--- config.mk ---
export PLATFORM = sky130hd
export DESIGN_NAME = wildcard_pattern_matcher
export DESIGN_NICKNAME = d
export VERILOG_FILES = /design/src/rtl/core/wpm_pkg.sv /design/src/rtl/core/wpm_step.sv /design/src/rtl/core/wildcard_pattern_matcher.sv
export SDC_FILE = /design/constraint.sdc
export NUM_CORES = 1
export LEC_CHECK = 0
export BUFFER_PORTS_ARGS = -buffer_cell sky130_fd_sc_hd__buf_2
export CAP_MARGIN = 20
export CORE_MARGIN = 2
export CORE_UTILIZATION = 30
export DETAILED_ROUTE_END_ITERATION = 10
export SLEW_MARGIN = 20
export SYNTH_ARGS = -nofsm -noshare
export SYNTH_HDL_FRONTEND = slang
export SYNTH_SLANG_ARGS = --single-unit
--- constraint.sdc ---
create_clock -name clk -period 4.75 [get_ports clk]
set_input_delay 0.2375 -clock clk [delete_from_list [all_inputs] [get_ports clk]]
set_output_delay 0.2375 -clock clk [all_outputs]
set_load 0.01 [all_outputs]
--- src/rtl/core/wpm_pkg.sv ---
// Package for the wildcard pattern matcher.
// Holds the pattern constants, register addresses and the pattern config type.
// No dependencies.
`default_nettype none

package wpm_pkg;

  // Pattern storage: sixteen bytes in two 64-bit registers
  localparam int unsigned PAT_BYTES = 16;
  localparam int unsigned LEN_W     = 5;

  // Special pattern bytes
  localparam logic [7:0] WILD_ONE = 8'h3F;  // '?'
  localparam logic [7:0] WILD_RUN = 8'h2A;  // '*'
  localparam logic [7:0] END_BYTE = 8'h00;  // terminator

  // Register index, taken from paddr[4:3]
  localparam logic [1:0] REG_CHARS_LO = 2'd0;
  localparam logic [1:0] REG_CHARS_HI = 2'd1;
  localparam logic [1:0] REG_LENGTH   = 2'd2;

  // Pattern as seen by the matching logic
  typedef struct packed {
    logic [8*PAT_BYTES-1:0] chars;   // byte 0 in bits 7:0
    logic [LEN_W-1:0]       length;
  } wpm_cfg_t;

endpackage

`default_nettype wire

--- src/rtl/core/wpm_step.sv ---
// One-byte step of the glob position-set automaton.
// Closes '*' positions, advances on the subject byte and evaluates the end.
// Depends on wpm_pkg.
`default_nettype none

module wpm_step #(
  parameter int unsigned PATTERN_MAX = 16
) (
  input  wpm_pkg::wpm_cfg_t    cfg,
  input  logic [PATTERN_MAX:0] state,
  input  logic [7:0]           text_byte,
  input  logic                 has_byte,
  input  logic                 end_of_text,
  output logic [PATTERN_MAX:0] state_nxt,
  output logic                 matched_nxt
);
  import wpm_pkg::*;

  localparam int unsigned NW = PATTERN_MAX + 1;
  localparam int unsigned LW = $clog2(PATTERN_MAX + 1);

  logic [LEN_W-1:0] len_clamp;
  logic [LW-1:0]    eff_len;
  logic [NW-1:0]    keep;
  logic [NW-2:0]    star;
  logic [NW-2:0]    step;
  logic [NW-1:0]    closed_in;
  logic [NW-1:0]    advanced;
  logic [NW-1:0]    after_byte;
  logic [NW-1:0]    closed_end;

  // Star closure: an active '*' also activates the following position
  function automatic logic [NW-1:0] close_fn(input logic [NW-1:0] set,
                                             input logic [NW-1:0] msk,
                                             input logic [NW-2:0] st);
    logic [NW-1:0] s;
    s = set & msk;
    for (int i = 0; i < NW - 1; i++) begin
      s[i+1] = s[i+1] | (s[i] & st[i]);
    end
    return s;
  endfunction

  // Effective length: clamp, then cut at the first zero byte
  always_comb begin
    if (cfg.length > LEN_W'(PATTERN_MAX)) begin
      len_clamp = LEN_W'(PATTERN_MAX);
    end else begin
      len_clamp = cfg.length;
    end
    eff_len = LW'(len_clamp);
    for (int i = PATTERN_MAX - 1; i >= 0; i--) begin
      if ((LEN_W'(i) < len_clamp) && (cfg.chars[8*i +: 8] == END_BYTE)) begin
        eff_len = LW'(i);
      end
    end
  end

  // Per-position masks
  always_comb begin
    for (int i = 0; i < NW; i++) begin
      keep[i] = (LW'(i) <= eff_len);
    end
    for (int i = 0; i < NW - 1; i++) begin
      star[i] = (LW'(i) < eff_len) && (cfg.chars[8*i +: 8] == WILD_RUN);
      step[i] = (LW'(i) < eff_len) && !star[i] &&
                ((cfg.chars[8*i +: 8] == WILD_ONE) ||
                 (cfg.chars[8*i +: 8] == text_byte));
    end
  end

  // Advance on the byte, then evaluate the end of the string
  always_comb begin
    closed_in = close_fn(state, keep, star);
    advanced  = '0;
    for (int i = 0; i < NW - 1; i++) begin
      advanced[i]   = advanced[i]   | (closed_in[i] & star[i]);
      advanced[i+1] = advanced[i+1] | (closed_in[i] & step[i]);
    end
    advanced   = advanced & keep;
    after_byte = has_byte ? advanced : state;
    closed_end = close_fn(after_byte, keep, star);
    matched_nxt = closed_end[eff_len];
    if (end_of_text) begin
      state_nxt = NW'(1);
    end else begin
      state_nxt = after_byte;
    end
  end

endmodule

`default_nettype wire

--- src/rtl/core/wildcard_pattern_matcher.sv ---
// Wildcard pattern matcher: '?' and '*' glob over a streamed subject string.
// Stage 1 holds each byte, the result register each verdict; one byte per cycle unless stalled.
// The active-position vector is registered; wpm_step computes each update.
// Reset (rst_n low, synchronous): pattern registers cleared, vector = {0},
// pipeline and result empty.
`default_nettype none

module wildcard_pattern_matcher #(
  parameter int unsigned PATTERN_MAX = 16
) (
  input  logic        clk,
  input  logic        rst_n,
  // Input stream
  input  logic        in_tvalid,
  output logic        in_tready,
  input  logic [7:0]  in_tdata,    // [7:0] text_byte
  input  logic        in_tuser,    // [0] has_byte
  input  logic        in_tlast,    // end_of_text
  // Result stream
  output logic        out_tvalid,
  input  logic        out_tready,
  output logic [7:0]  out_tdata,   // [0] matched, [7:1] zero
  // Configuration port
  input  logic        cfg_psel,
  input  logic        cfg_penable,
  input  logic        cfg_pwrite,
  input  logic [4:0]  cfg_paddr,
  input  logic [63:0] cfg_pwdata,
  output logic [63:0] cfg_prdata,
  output logic        cfg_pready
);
  import wpm_pkg::*;

  localparam int unsigned NW = PATTERN_MAX + 1;

  logic [63:0]      chars_lo_r;
  logic [63:0]      chars_hi_r;
  logic [LEN_W-1:0] length_r;
  wpm_cfg_t         cfg;

  logic             s1_valid_r;
  logic [7:0]       s1_byte_r;
  logic             s1_has_r;
  logic             s1_fin_r;
  logic             s1_adv;

  logic [NW-1:0]    state_r;
  logic [NW-1:0]    state_nxt;
  logic             matched_nxt;

  logic             out_valid_r;
  logic             out_matched_r;
  logic             cfg_wr;

  // Register writes
  assign cfg_pready = 1'b1;
  assign cfg_wr     = cfg_psel && cfg_penable && cfg_pwrite && cfg_pready;

  always_ff @(posedge clk) begin
    if (!rst_n) begin
      chars_lo_r <= '0;
      chars_hi_r <= '0;
      length_r   <= '0;
    end else if (cfg_wr) begin
      case (cfg_paddr[4:3])
        REG_CHARS_LO: chars_lo_r <= cfg_pwdata;
        REG_CHARS_HI: chars_hi_r <= cfg_pwdata;
        REG_LENGTH:   length_r   <= cfg_pwdata[LEN_W-1:0];
        default: ;
      endcase
    end
  end

  // Register reads
  always_comb begin
    case (cfg_paddr[4:3])
      REG_CHARS_LO: cfg_prdata = chars_lo_r;
      REG_CHARS_HI: cfg_prdata = chars_hi_r;
      REG_LENGTH:   cfg_prdata = {{(64-LEN_W){1'b0}}, length_r};
      default:      cfg_prdata = '0;
    endcase
  end

  assign cfg.chars  = {chars_hi_r, chars_lo_r};
  assign cfg.length = length_r;

  // Stage 1 moves on unless its end transaction would hit a full result register that is not draining
  assign s1_adv    = s1_valid_r && (!s1_fin_r || !out_valid_r || out_tready);
  assign in_tready = !s1_valid_r || s1_adv;

  always_ff @(posedge clk) begin
    if (!rst_n) begin
      s1_valid_r <= 1'b0;
    end else if (in_tready) begin
      s1_valid_r <= in_tvalid;
    end
  end

  always_ff @(posedge clk) begin
    if (in_tready && in_tvalid) begin
      s1_byte_r <= in_tdata;
      s1_has_r  <= in_tuser;
      s1_fin_r  <= in_tlast;
    end
  end

  // Position-set update
  wpm_step #(
    .PATTERN_MAX (PATTERN_MAX)
  ) u_step (
    .cfg         (cfg),
    .state       (state_r),
    .text_byte   (s1_byte_r),
    .has_byte    (s1_has_r),
    .end_of_text (s1_fin_r),
    .state_nxt   (state_nxt),
    .matched_nxt (matched_nxt)
  );

  always_ff @(posedge clk) begin
    if (!rst_n) begin
      state_r <= NW'(1);
    end else if (s1_adv) begin
      state_r <= state_nxt;
    end
  end

  // Result register: a new verdict wins over the drain of the old one
  always_ff @(posedge clk) begin
    if (!rst_n) begin
      out_valid_r <= 1'b0;
    end else if (s1_adv && s1_fin_r) begin
      out_valid_r <= 1'b1;
    end else if (out_valid_r && out_tready) begin
      out_valid_r <= 1'b0;
    end
  end

  always_ff @(posedge clk) begin
    if (s1_adv && s1_fin_r) begin
      out_matched_r <= matched_nxt;
    end
  end

  assign out_tvalid = out_valid_r;
  assign out_tdata  = {7'd0, out_matched_r};

endmodule

`default_nettype wire
Yosys cells after proc, flatten, opt, wreduce, memory -nomap -nowiden --
Index checks and enable logic that the tools add are counted. W data, S select, Z words.
Storage, ports and cells: output and inout bits 75, input bits 86, flip-flop bits (word level) 163, logic and storage cells 361
Cells by class: reduce and logical (&&, ||, !) cells 129, equal/unequal tests 50, bitwise logic cells 97, magnitude comparators 51, mux-type cells 24
Operators with widths (count):
- $eq A8 B6 Y1 const B | 32
- $pmux W64 S3 | 1
- $eq A8 B8 Y1 | 16
- $logic_not A8 Y1 | 16
- $mux W5 | 17
- $lt A4 B5 Y1 const A | 16
- $logic_and A1 B1 Y1 | 70
- $and A1 B1 Y1 | 48
- $or A1 B1 Y1 | 46
- $le A4 B5 Y1 const A | 8
- $lt A3 B5 Y1 const A | 8
- $and A17 B17 Y17 | 2
- $mux W17 | 2
- $le A3 B5 Y1 const A | 4
- $lt A1 B5 Y1 const A | 4
- $lt A2 B5 Y1 const A | 4
- $logic_not A1 Y1 | 19
- $logic_or A1 B1 Y1 | 19
- $and A16 B16 Y16 | 1
- $le A1 B5 Y1 const A | 2
- $le A2 B5 Y1 const A | 2
- $lt A5 B6 Y1 const B | 1
- $reduce_and A2 Y1 | 3
- $bmux W1 S5 | 1
- other kinds (7) | 9

Longest topological paths before layout --
Gate-level depths: netlist of run 1.
depth in word-level cells 91, gate-level depth with buffers 18, gate-level depth less buffers 15

Hierarchy --
A second synthesis of run 1 with hierarchy kept.
Unflattened totals: cells, all modules 1482, area, all modules 11845.1 um2
By module, submodules not included:
- wildcard_pattern_matcher | cells an instance 759, instances 1, area an instance 7189.4 um2, seq. area each 3373.2 um2
- wpm_step | cells an instance 723, instances 1, area an instance 4655.7 um2, seq. area each 0.0 um2

Least setup slack after synthesis of run 1 --
Ideal clock, no wire load.
kind register -> register, from register chars_lo_r[3], to register out_matched_r, data pin, setup slack 0.739 ns, data arrival time 3.739 ns, buffers on the path 0, clock period less this slack 4.011 ns, setup time 0.272 ns, cell stages (with the launch flop) 16, required time 4.478 ns, path through dfxtp_1 or4_1 a2111oi_2 and2b_1 and4bb_1 nand2_1 nand2_1 o41ai_1 o211ai_1 a211o_1 o2111ai_1 a31oi_1 o2111ai_1 a31oi_1 o41ai_1 a211oi_1
Between the ends: longest elaborated chain between the ends 46, elaborated cells on any way between the ends 204, those cells by class 33 x order compare; 3 x eq/ne; 4 x mux; 97 x bitwise; 67 x reduce/logical
Ends and longest elaborated chain:
- from (decl) | line wildcard_pattern_matcher.sv:36 | logic [63:0] chars_lo_r;
- from (signal assigned) | line wildcard_pattern_matcher.sv:66 | REG_CHARS_LO: chars_lo_r <= cfg_pwdata;
- parallel branches: the longest is 44 deep, another holds $le A1 B5 Y1
- $bmux W1 S5 (*) | line wpm_step.sv:83 | matched_nxt = closed_end[eff_len];
- $mux W1 (not written as such) (*) | line wpm_step.sv:83
- named net matched_nxt | line wildcard_pattern_matcher.sv:49 | logic matched_nxt;
- to (signal assigned) | line wildcard_pattern_matcher.sv:141 | out_matched_r <= matched_nxt;
- to (decl) | line wildcard_pattern_matcher.sv:52 | logic out_matched_r;
Mark *: on every way through the listed nets, which the timed path passes. The select of a mux whose other input is x is not followed. A chain may end at the register's enable or synchronous reset.

Worst setup path in the final report of run 1 --
from register chars_hi_r[24], to register out_matched_r, data pin
Between the ends: longest elaborated chain between the ends 57, elaborated cells on any way between the ends 215, those cells by class 33 x order compare; 3 x eq/ne; 15 x mux; 97 x bitwise; 67 x reduce/logical
Ends and longest elaborated chain:
- from (decl) | line wildcard_pattern_matcher.sv:37 | logic [63:0] chars_hi_r;
- from (signal assigned) | line wildcard_pattern_matcher.sv:67 | REG_CHARS_HI: chars_hi_r <= cfg_pwdata;
- parallel branches: the longest is 55 deep, another holds $logic_not A8 Y1
- $bmux W1 S5 (*) | line wpm_step.sv:83
- $mux W1 (not written as such) (*) | line wpm_step.sv:83
- named net matched_nxt | line wildcard_pattern_matcher.sv:49
Marks and branches as above.

==> key figures, run 1 <==
Route
  • Via density: about 5.3
  • Wire length per cell: between 15 and 20 um
  • DRC Markers: 0
  • DRT Wirelength: between 40 and 50 mm
  • Starting DRT DRC Count: around 860
  • TritonRoute pass-1 iters: 5
  • Routed via count: between 10000 and 15000
  • Detail Route Antenna Nets: 0

Job
  • # Max-Cap Violations: 0

Placement
  • IO buf count: about 150
  • DP Area: 13700 um2
  • Routability cong.: 0.929
  • Half-perimeter wire length after placement: around 33 mm

Power
  • Pwr per Cell Area: 233 nW/um2
  • Leak: roughly 5.6 nW
  • Sw frac: ~29%
  • Clk pwr share: between 40 and 50%
  • Net Switching: a little under 0.001 W
  • Internal power: approximately 0.0024 W
  • Combinational power share: about 15%
  • Peak VDD IR: approximately 0.00023 V
  • Flop pwr share: between 40% and 50%

STA
  • Max Clock Skew: 0.0128 ns
  • Fmax: about 220 MHz
  • Worst Max-Slew Pin Slew: about 1.1 ns
  • Final number of hold-violating endpoints: 1
  • Setup violation total in the final timing report: 0
  • Post-route minimum period: ~4.6 ns
  • Worst hold slack: -0.00206 ns
  • Total Neg Setup Slack: 0 ns
  • Final Cycle Share: 96.0%
  • Max-slew violations: 0
  • Worst slew margin relative to its limit: 28.2%

Clocking
  • Num CTS Buffers: 17
  • CTS sink count: 163
  • Clock buffer depth: 2
  • Clock H-tree levels: 4
  • Root Buffer: clkbuf_16
  • Worst-path clk slew: approximately 0.070 ns
  • Setup bufs post-CTS: 0
  • Clk_lat worst skew: about 0.44 ns
  • CTS tree: yes

Global routing
  • GRT met2 Usage: between 30% and 40%
  • Grt ovf: 0
  • GRT met1 Usage: between 20% and 30%
  • Global-route wire length before repair: 68.2 mm
  • Vias in the first global route: around 12000
  • GRT Max-Usage Layer: met2
  • Initial antenna violation count: 1
  • Largest net degree at the start of global routing: 87
  • Met3 usage: ~2.2%
  • Total track usage: ~22%

Cells and area
  • Area of the multi-input gates: ~7700 um2
  • Layout cells sized above 1: 21.3%
  • Cell area after layout: 14400 um2
  • Register Area: 3380 um2
  • Area delta synth->final: 25.7%
  • Fillcell total: approximately 4000
  • Net count, final: 1872
  • Fin util: 38.3%
  • N_diodes: 0

Setup path
  • CP bufs+invs: 1
  • Worst r2r dst: out_matched_r
  • CP endpoint kind: flip-flop
  • Critical Path Max Stage Delay: roughly 0.57 ns
  • CP max stage cell: or4_4
  • CP required: between 5 and 6 ns
  • Crit path depth: 16
  • Worst R2R Setup Slack: about 0.19 ns
  • Worst EP arrival: just under 5 ns
  • Critical-path cell list: or4_4, or4_4, o21ai_2, a211oi_1, o21ai_1, buf_4, nand2_1, or3_1, o211ai_1, a211o_1, o2111ai_1, a31oi_1, o2111ai_1, a31oi_1, o211ai_1, a211oi_2
  • CP top delay family: compound AO/OA/AOI/OAI gates
  • Reg-to-reg startpoint: chars_hi_r[24]
  • Crit path kind: flip-flop to flip-flop
  • Crit start category: flip-flop
  • CP Max Fanout: 7
  • FF-to-FF path depth: 16

Hold path
  • Worst min-delay path endpoint: s1_has_r
  • Hold Path Cell Cnt: 1
  • Worst hold-check path type: input pin to flip-flop
  • Hold Crit Start: in_tuser

Floorplan
  • Total die area: 39800 um2
  • Die Wd: between 150 and 200 um
  • Initial Utilization: between 30% and 40%
  • FP Rows: 71
  • IO Pins: ~160
  • Vert. Die Dim: approximately 200 um
  • Core area: 37700 um2

Yosys
  • Post-synth EDFFs: 11
  • Post-synth top cells: nand2_1, dfxtp_1, nor2_1
  • Sequential fraction of the synthesis area: around 29%
  • Mean Syn Cell Area: 7.41 um2
  • Synth unique cells: just over 80
  • Most common flop cell mapped by yosys: dfxtp_1
  • Syn. warnings: 0
  • Post-synth ARST share: 0%
  • Cells after Synth: 1547
  • Synth top area cells: dfxtp_1, nand2_1, a21boi_0, mux2i_1, xnor2_1
  • Mapped Area: about 11000 um2
  • Yosys reg bits: 163
  • Largest area contributor in the netlist: dfxtp_1
  • Most frequent cell after synthesis: nand2_1
  • Top-area cell type share of the netlist area: 26.5%

Run status
  • Status: complete, but fails checks
  • Failing checks: hold timing
==> what timing repair did <==
action / 4_1_cts / 5_1_grt
endpoints found under the setup margin: 0 / 1
resized for setup: 0 / 12
hold endpoints to repair: 9 / 0
hold buffers: 9 / 0
==> worst max path at each step <==
stage	startpoint	end
CTS	length_r[1]	out_matched_r
global placement	length_r[1]	out_matched_r
floorplan	chars_lo_r[3]	out_matched_r
finish	chars_hi_r[24]	out_matched_r
detailed placement	length_r[1]	out_matched_r
global route	chars_hi_r[24]	out_matched_r
==> cell type report <==
cell class	count	share of cell area, %
multi-input combinational	1266	53.2
sequential	163	23.4
timing repair buffer	326	14.6
tap	511	4.43
clock buffer	18	2.98
clock inverter	14	1.07
inverter	12	0.312
==> per-stage QoR <==
step,std cells,power (W),worst slack [ns]
3_5_place_dp,2269,0.00196,0.0486
6_report,2310,0.00336,0.189
4_1_cts,2310,0.00337,0.0227
3_3_place_gp,2268,0.00196,0.173
5_1_grt,2310,0.00348,-0.0158
2_1_floorplan,1553,0.00175,0.739
==> cells by family (layout without fill, tap and decap cells) <==
kind of cell	Yosys count	count (layout)	share of synthesized area (%)
buffers and inverters	124	370	4.44
muxes	71	71	6.20
DFF	163	163	29.4
other	2	8	0.0655
xor gates and xnor gates	128	128	9.78
AOI/OAI and AO/OA	347	347	22.0
and+or+nand+nor	712	712	28.1
==> registers in the layout, summed over array words and instances (netlist names) <==
register and count:
s1_byte_r 8, s1_has_r 1, out_matched_r 1, chars_lo_r 64, out_tvalid 1, chars_hi_r 64, state_r 17, length_r 5
s1_fin_r 1, s1_valid_r 1
==> worst reg2reg max path, cell delays in order (launching register included) <==
cell and delay (ns):
dfxtp_1 0.31, or4_4 0.54, or4_4 0.57, o21ai_2 0.10, a211oi_1 0.10, o21ai_1 0.18
buf_4 0.15, nand2_1 0.21, or3_1 0.46, o211ai_1 0.21, a211o_1 0.19, o2111ai_1 0.18
a31oi_1 0.31, o2111ai_1 0.16, a31oi_1 0.27, o211ai_1 0.16, a211oi_2 0.28
==> per-layer routing <==
| metal | vias to the layer above | part of all wire (%) |
|---|---|---|
| met4 | 2 | 2.7 |
| met5 | - | 0.021 |
| met2 | 404 | 47 |
| li1 | 5891 | - |
| met3 | 71 | 5.1 |
| met1 | 5930 | 45 |
==> placed cells by master, fill, tap and decap left out, drive strengths merged, types with 4 or more instances in the layout <==
| cell type | n |
|---|---|
| nand2 | 341 |
| buf | 317 |
| dfxtp | 152 |
| nor2 | 140 |
| a21boi | 132 |
| xnor2 | 80 |
| mux2i | 71 |
| o21ai | 51 |
| xor2 | 48 |
| nand4 | 39 |
| nor3 | 37 |
| nand3 | 32 |
| nor4 | 27 |
| a21oi | 25 |
| nor2b | 23 |
| a31oi | 18 |
| clkbuf | 18 |
| inv | 16 |
| or3 | 15 |
| o21a | 14 |
| a22oi | 12 |
| o211ai | 11 |
| edfxtp | 11 |
| and3 | 10 |
| a211oi | 10 |
| and2 | 10 |
| dlygate4sd3 | 9 |
| or4 | 9 |
| o2111ai | 8 |
| nand2b | 8 |
| conb | 8 |
| a21o | 7 |
| or2 | 7 |
| a2111oi | 6 |
| clkinv | 6 |
| o22ai | 5 |
| a2bb2oi | 5 |
| a211o | 4 |
| o21bai | 4 |
| o41ai | 4 |
==> power by group through the flow <==
stage               logic [W]  registers, W  clock network (W)
finish               0.000497       0.00145            0.00142
global route         0.000536       0.00145            0.00149
CTS                  0.000489       0.00145            0.00143
detailed placement   0.000483       0.00148                  0
global placement     0.000478       0.00148                  0
floorplan            0.000295       0.00145                  0
Power figures use the tool's default switching activity.
==> inputs of run 2 (changes only) <==
--- a/config.mk
+++ b/config.mk
@@ -5,6 +5,7 @@
 export SDC_FILE = /design/constraint.sdc
 export NUM_CORES = 1
 export LEC_CHECK = 0
+export ABC_AREA = 1
 export BUFFER_PORTS_ARGS = -buffer_cell sky130_fd_sc_hd__buf_2
 export CAP_MARGIN = 20
 export CORE_MARGIN = 2
==> run 2 against run 1 <==
Against the previous run: hold slack gained 0.023 ns; highest routed layer unchanged; fmax shrank 3.3%; setup slack worse by 0.16 ns; the flow now finishes without violations; routed wire length decreased by 4.6%; non-clock buffer count is 15 higher; register-to-register slack got worse by 0.16 ns; final area down 6.0%; power up 5.7%; global-route usage rose by 0.67 points; clock skew down 0.00091 ns; critical path depth is 41 higher; clock power shrank 4%; critical path type unchanged.
==> key figures, run 2 <==
Run status
  • Status: complete, no violations (was complete, but fails checks)

Clocking
  • Worst-path clk slew: 0.07 ns (about the same)
  • Clock H-tree levels: 4 (unchanged)
  • Clock buffer depth: 2 (unchanged)
  • CTS sink count: 163 (unchanged)
  • CTS tree: yes (unchanged)
  • Clk_lat worst skew: 0.45 ns (was 0.44 ns)
  • Num CTS Buffers: 17 (unchanged)
  • Root Buffer: clkbuf_16 (unchanged)

Setup path
  • Worst R2R Setup Slack: 0.03 ns (was 0.19 ns)
  • Worst EP arrival: 4.93 ns (was 4.82 ns)
  • CP endpoint kind: flip-flop (unchanged)
  • Crit path kind: flip-flop to flip-flop (unchanged)
  • Reg-to-reg startpoint: chars_hi_r[55] (was chars_hi_r[24])
  • CP Max Fanout: 3 (was 7)
  • Worst r2r dst: out_matched_r (unchanged)
  • CP required: 4.96 ns (was 5.01 ns)
  • Critical Path Max Stage Delay: 0.34 ns (was 0.57 ns)
  • Most used cell, CP: nand2_2
  • Crit path launch: chars_hi_r[55] (was chars_hi_r[24])
  • FF-to-FF path depth: 57 (was 16)
  • Crit start category: flip-flop (unchanged)
  • CP max stage cell: dfxtp_2 (was or4_4)

STA
  • Worst hold slack: 0.0208 ns (was -0.00206 ns)
  • Max Clock Skew: 0.0119 ns (was 0.0128 ns)
  • Final number of hold-violating endpoints: 0 (was 1)
  • Setup ws final: 0.0344 ns (was 0.189 ns)
  • Worst slew margin relative to its limit: 37.5% (was 28.2%)
  • Worst Max-Slew Pin Slew: 0.925 ns (was 1.08 ns)
  • Post-route minimum period: 4.72 ns (was 4.56 ns)
  • Setup violation total in the final timing report: 0 (unchanged)
  • Fmax: 212 MHz (was 219 MHz)
  • Final Cycle Share: 99.3% (was 96.0%)
  • Max-slew violations: 0 (unchanged)
  • RSZ-0062 raised after global routing: yes

Yosys
  • Post-synth ARST share: 0% (unchanged)
  • Post-synth EDFFs: 11 (unchanged)
  • Most common flop cell mapped by yosys: dfxtp_1 (unchanged)
  • Mapped Area: 10200 um2 (was 11500 um2)
  • Sequential fraction of the synthesis area: 33.1% (was 29.4%)
  • Mean Syn Cell Area: 6.55 um2 (was 7.41 um2)
  • Yosys reg bits: 163 (unchanged)
  • Syn. warnings: 0 (unchanged)
  • Most frequent cell after synthesis: nand2_1 (unchanged)
  • Largest area contributor in the netlist: dfxtp_1 (unchanged)
  • Synth unique cells: 51 (was 81)
  • Synth top area cells: dfxtp_1, nand2_1, o21ai_0, a21oi_1, inv_1 (was dfxtp_1, nand2_1, a21boi_0, mux2i_1, xnor2_1)
  • Post-synth top cells: nand2_1, inv_1, o21ai_0 (was nand2_1, dfxtp_1, nor2_1)
  • Cells after Synth: 1556 (was 1547)
  • Top-area cell type share of the netlist area: 29.9% (was 26.5%)

Cells and area
  • Cell Count, Final, Fillers Out: 2298 (was 2310)
  • Commonest non-fill, non-tap cells in the layout: nand2_1, buf_4, inv_1 (was nand2_1, buf_4, dfxtp_1)
  • Fillcell total: 3572 (was 3968)
  • Net count, final: 1923 (was 1872)
  • Top flop regs: chars_hi_r (64), chars_lo_r (64), state_r (17) (unchanged)
  • Area delta synth->final: 32.9% (was 25.7%)
  • Most common cell after layout, fill and taps aside: nand2_1 (unchanged)
  • N_diodes: 0 (unchanged)
  • Layout cells sized above 1: 26.2% (was 21.3%)
  • Fin util: 40.4% (was 38.3%)

Floorplan
  • Die Wd: 188 um (was 200 um)
  • Initial Utilization: 30.4% (about the same)
  • Core area: 33500 um2 (was 37700 um2)
  • IO Pins: 161 (unchanged)
  • Vert. Die Dim: 188 um (was 200 um)
  • FP Rows: 67 (was 71)
  • Total die area: 35500 um2 (was 39800 um2)

Placement
  • Place WS: -0.225 ns (was 0.0486 ns)
  • Placed cell count: 2241 (was 2269)
  • Half-perimeter wire length after placement: 31.1 mm (was 32.8 mm)
  • Routability cong.: 0.952 (was 0.929)
  • IO buf count: 149 (unchanged)

Hold path
  • Hold Crit Start: cfg_pwdata[19] (was in_tuser)
  • Worst min-delay path endpoint: chars_lo_r[19] (was s1_has_r)
  • Worst hold-check path type: input pin to flip-flop (unchanged)
  • Hold Path Cell Cnt: 3 (was 1)

Route
  • Wire length per cell: 18.1 um (was 18.8 um)
  • Starting DRT DRC Count: 1028 (was 855)
  • DRC Markers: 0 (unchanged)
  • Routed via count: 12100 (was 12300)
  • Via density: 5.28 (was 5.32)
  • DRT Wirelength: 41.5 mm (was 43.5 mm)
  • Detail Route Antenna Nets: 0 (unchanged)
  • TritonRoute pass-1 iters: 7 (was 5)

Global routing
  • Initial antenna violation count: 1 (unchanged)
  • Total track usage: 22.8% (was 22.1%)
  • Global-route wire length before repair: 63.3 mm (was 68.2 mm)
  • Vias in the first global route: 11300 (was 12100)
  • Grt ovf: 0 (unchanged)
  • Largest net degree at the start of global routing: 81 (was 87)

Power
  • Leak: 5.83 nW (was 5.61 nW)
  • Pwr per Cell Area: 262 nW/um2 (was 233 nW/um2)
  • Tot Pwr: 0.00356 W (was 0.00336 W)
  • Peak VDD IR: 0.000255 V (was 0.000227 V)

Job
  • # Max-Cap Violations: 0 (unchanged)
==> run 2: worst max path at each step <==
stage | end | slack, ns | cells past startpoint
after CTS | out_matched_r | 0.01 | 52
after detailed placement | out_matched_r | -0.22 | 45
after global placement | out_matched_r | -0.21 | 46
after floorplan | out_matched_r | 0.55 | 50
after global routing | out_matched_r | -0.49 | 58
final | out_matched_r | 0.03 | 57
==> run 2: cell type report <==
class | count | area (um2) | share of cell area [%]
tap | 448 | 561 | 4.14
timing repair buffer | 341 | 2230 | 16.4
inverter | 182 | 688 | 5.08
clock inverter | 9 | 67.6 | 0.499
sequential | 163 | 3390 | 25.0
clock buffer | 23 | 510 | 3.77
multi-input combinational | 1132 | 6100 | 45.0
==> run 2: worst max-delay path, delay by kind of cell, from the launching register on <==
kind / cells / cell delay (ns)
compound gates: 1 / 0.11
flops: 1 / 0.34
simple gates: 52 / 3.57
buf+inv: 4 / 0.44
==> run 2: where the power goes <==
group | total [W] | switching (W) | internal, W | leakage [nW]
sequential | 0.00146 | 0.0000391 | 0.00142 | 1.34
combinational | 0.000729 | 0.000436 | 0.000293 | 4.21
clock | 0.00137 | 0.000609 | 0.000762 | 0.273
==> run 2: repair_timing <==
item / in CTS / in global routing
buffers inserted: 4 / 12
gates resized for setup: 41 / 51
pin swaps: 14 / 41
hold buffers: 10 / 0
hold endpoints to repair: 10 / 0
endpoints found under the setup margin: 3 / 4
==> run 2: cell families (layout without fill, tap and decap cells) <==
family / Yosys count / after routing / synth area share [%]
other cells: 2 / 8 / 0.0737
simple gates: 666 / 666 / 30.0
xor+xnor: 58 / 58 / 4.98
compound gates: 400 / 400 / 21.7
buf+inv: 267 / 555 / 10.2
flops: 163 / 163 / 33.1
==> run 2: through the flow <==
stage	setup TNS, ns	instance area, um2
after floorplan	0	10200
after global placement	-0.236	12400
after detailed placement	-0.325	12400
after CTS	0	13300
after global routing	-0.957	13500
final	0	13500
==> run 2: layer usage <==
| layer | up-vias | part of all wire [%] | global-route usage [%] | routed length, um |
|---|---|---|---|---|
| met5 | - | 0.022 | 0 | 9 |
| met4 | 2 | 3.7 | 9.10 | 1550 |
| met3 | 112 | 6.8 | 3.46 | 2840 |
| met2 | 504 | 46 | 37.3 | 19000 |
| met1 | 5661 | 44 | 30.2 | 18200 |
| li1 | 5856 | - | - | - |
==> inputs of run 3 (changes only) <==
--- a/config.mk
+++ b/config.mk
@@ -11,6 +11,7 @@
 export CORE_MARGIN = 2
 export CORE_UTILIZATION = 30
 export DETAILED_ROUTE_END_ITERATION = 10
+export PLACE_DENSITY = 0.58
 export SLEW_MARGIN = 20
 export SYNTH_ARGS = -nofsm -noshare
 export SYNTH_HDL_FRONTEND = slang
==> run 3 against run 2 <==
Against the previous run: the run now ends with setup timing left; core utilization up 1.6 points; first-iteration DRC count up 6.9%; global-route usage up 0.99 points; clock skew down 0.00068 ns; routed wire length up 4.6%; critical path depth down 7; combinational power up 2%; cell count up 2.5%; final area up 3.9%; sequential cell count unchanged; clock power up 5%; largest cell class unchanged.
==> key figures, run 3 (synthesis results as in run 2) <==
Setup path
  • CP endpoint kind: flip-flop (unchanged)
  • CP max stage cell: dfxtp_4 (was dfxtp_2)
  • CP Max Fanout: 7 (was 3)
  • Worst R2R Setup Slack: -0.05 ns (was 0.03 ns)
  • Worst EP arrival: 5.13 ns (was 4.93 ns)
  • CP required: 5.08 ns (was 4.96 ns)
  • Crit path kind: flip-flop to flip-flop (unchanged)
  • Critical Path Max Stage Delay: 0.37 ns (was 0.34 ns)
  • Crit start category: flip-flop (unchanged)
  • Most used cell, CP: nand2_2 (unchanged)

Power
  • Tot Pwr: 0.00364 W (was 0.00356 W)
  • Flop pwr share: 40.0% (was 40.9%)
  • Peak VDD IR: 0.000290 V (was 0.000255 V)
  • Sw frac: 30.2% (was 30.5%)
  • Pwr per Cell Area: 259 nW/um2 (was 262 nW/um2)
  • Net Switching: 0.00110 W (was 0.00108 W)
  • Combinational power share: 20.4% (was 20.5%)
  • Leak: 6.11 nW (was 5.83 nW)
  • Clk pwr share: 39.6% (was 38.6%)
  • Internal power: 0.00254 W (was 0.00247 W)

Placement
  • Half-perimeter wire length after placement: 32.5 mm (was 31.1 mm)
  • IO buf count: 149 (unchanged)
  • Placed cell count: 2292 (was 2241)
  • Routability cong.: 0.947 (was 0.952)

Floorplan
  • IO Pins: 161 (unchanged)
  • Die Wd: 188 um (unchanged)
  • FP Rows: 67 (unchanged)
  • Initial Utilization: 30.4% (unchanged)
  • Core area: 33500 um2 (unchanged)
  • Vert. Die Dim: 188 um (unchanged)
  • Total die area: 35500 um2 (unchanged)

Clocking
  • Root Buffer: clkbuf_16 (unchanged)
  • CTS sink count: 163 (unchanged)
  • Clk_lat worst skew: 0.45 ns (about the same)
  • Num CTS Buffers: 17 (unchanged)
  • CTS tree: yes (unchanged)
  • Clock buffer depth: 2 (unchanged)
  • Clock H-tree levels: 4 (unchanged)
  • Worst-path clk slew: 0.07 ns (about the same)

Global routing
  • Vias in the first global route: 11700 (was 11300)
  • Total track usage: 23.8% (was 22.8%)
  • Grt ovf: 0 (unchanged)
  • Global-route wire length before repair: 64.8 mm (was 63.3 mm)
  • Largest net degree at the start of global routing: 87 (was 81)
  • Initial antenna violation count: 0 (was 1)

STA
  • Final number of hold-violating endpoints: 0 (unchanged)
  • Post-route minimum period: 4.80 ns (was 4.72 ns)
  • Setup ws final: -0.0486 ns (was 0.0344 ns)
  • Worst Max-Slew Pin Slew: 0.879 ns (was 0.925 ns)
  • Total Neg Setup Slack: -0.0486 ns (was 0 ns)
  • RSZ-0062 raised after global routing: yes (unchanged)
  • Setup violation total in the final timing report: 1 (was 0)
  • Worst hold slack: 0.0206 ns (was 0.0208 ns)
  • Final Cycle Share: 101% (was 99.3%)
  • Fmax: 208 MHz (was 212 MHz)
  • Max Clock Skew: 0.0112 ns (was 0.0119 ns)
  • Worst slew margin relative to its limit: 40.6% (was 37.5%)
  • Max-slew violations: 0 (unchanged)

Route
  • TritonRoute pass-1 iters: 6 (was 7)
  • Detail Route Antenna Nets: 0 (unchanged)
  • Wire length per cell: 18.4 um (was 18.1 um)
  • Routed via count: 12300 (was 12100)
  • DRT Wirelength: 43.4 mm (was 41.5 mm)
  • Via density: 5.24 (was 5.28)
  • DRC Markers: 0 (unchanged)
  • Starting DRT DRC Count: 1099 (was 1028)

Run status
  • Failing checks: setup timing
  • Status: complete, but fails checks (was complete, no violations)

Cells and area
  • Area delta synth->final: 38.1% (was 32.9%)
  • Commonest non-fill, non-tap cells in the layout: nand2_1, buf_4, inv_1 (unchanged)
  • Fillcell total: 3550 (was 3572)
  • Top flop regs: chars_hi_r (64), chars_lo_r (64), state_r (17) (unchanged)
  • Cell Count, Final, Fillers Out: 2355 (was 2298)
  • N_diodes: 0 (unchanged)
  • Most common cell after layout, fill and taps aside: nand2_1 (unchanged)
  • Net count, final: 1981 (was 1923)
  • Layout cells sized above 1: 29.2% (was 26.2%)

Job
  • # Max-Cap Violations: 0 (unchanged)

Hold path
  • Worst hold-check path type: input pin to flip-flop (unchanged)
## run 3: cell count changes in the layout (fill, tap and decap cells not counted), moves of 4 or more
cell     delta
nand3_2     +6
nand3_1     -7
nor4_2      +4
nor2_1      -5
nand2_1     -8
nand2_4     +5
buf_4      +55
nor2_2      +5
## run 3: area by class of cell
cell class / instances / area [um2] / share of cell area (%)
multi-input cells: 1132 / 6180 / 43.9
flip-flops and latches: 163 / 3390 / 24.1
repair buffers: 399 / 2670 / 19.0
inverters: 182 / 688 / 4.89
well taps: 448 / 561 / 3.98
clock buffers: 22 / 444 / 3.16
clock inverters: 9 / 134 / 0.951
## run 3: power groups by stage
stage               Combinational, W  Sequential, W  Clock (W)
global route                0.000805        0.00146    0.00153
finish                      0.000742        0.00146    0.00144
global placement            0.000664        0.00149          0
CTS                         0.000689        0.00146    0.00146
floorplan                   0.000363        0.00147          0
detailed placement          0.000669        0.00149          0
## run 3: final timing paths
path | from | end | cells past startpoint
setup / recovery | length_r[4] | out_matched_r | 50
hold / removal | cfg_pwdata[48] | chars_hi_r[48] | 3
setup reg to reg | length_r[4] | out_matched_r | 50
hold reg to reg | state_r[11] | state_r[11] | 2
## run 3: through the flow
step / instance area, um2 / util (%) / setup WS, ns
2_1_floorplan: 10200 / - / 0.551
3_3_place_gp: 12800 / 38.2 / -0.102
3_5_place_dp: 12800 / 38.2 / -0.129
4_1_cts: 13600 / 40.6 / 0.0100
5_1_grt: 14100 / 42.0 / -0.401
6_report: 14100 / 42.0 / -0.0486
## run 3: repair_timing
item | in CTS | in global routing
gates resized for setup | 30 | 86
hold buffers | 10 | 0
hold endpoints to repair | 10 | 0
gates cloned | 0 | 0
pin swaps | 3 | 58
setup buffers | 2 | 20
endpoints found under the setup margin | 1 | 4
## run 3: critical path, delay by kind of cell (launching register included)
family / cells / cell delay (ns)
buf+inv: 4 / 0.32
flops: 1 / 0.37
simple gates: 45 / 3.71
compound gates: 1 / 0.27
## run 3: per-layer routing
metal,global-route usage (%),vias up,wire length [um]
met1,30.0,5737,18300
met4,11.0,0,1790
met5,0,-,0
met2,39.0,535,19900
met3,4.95,102,3410
li1,-,5957,-
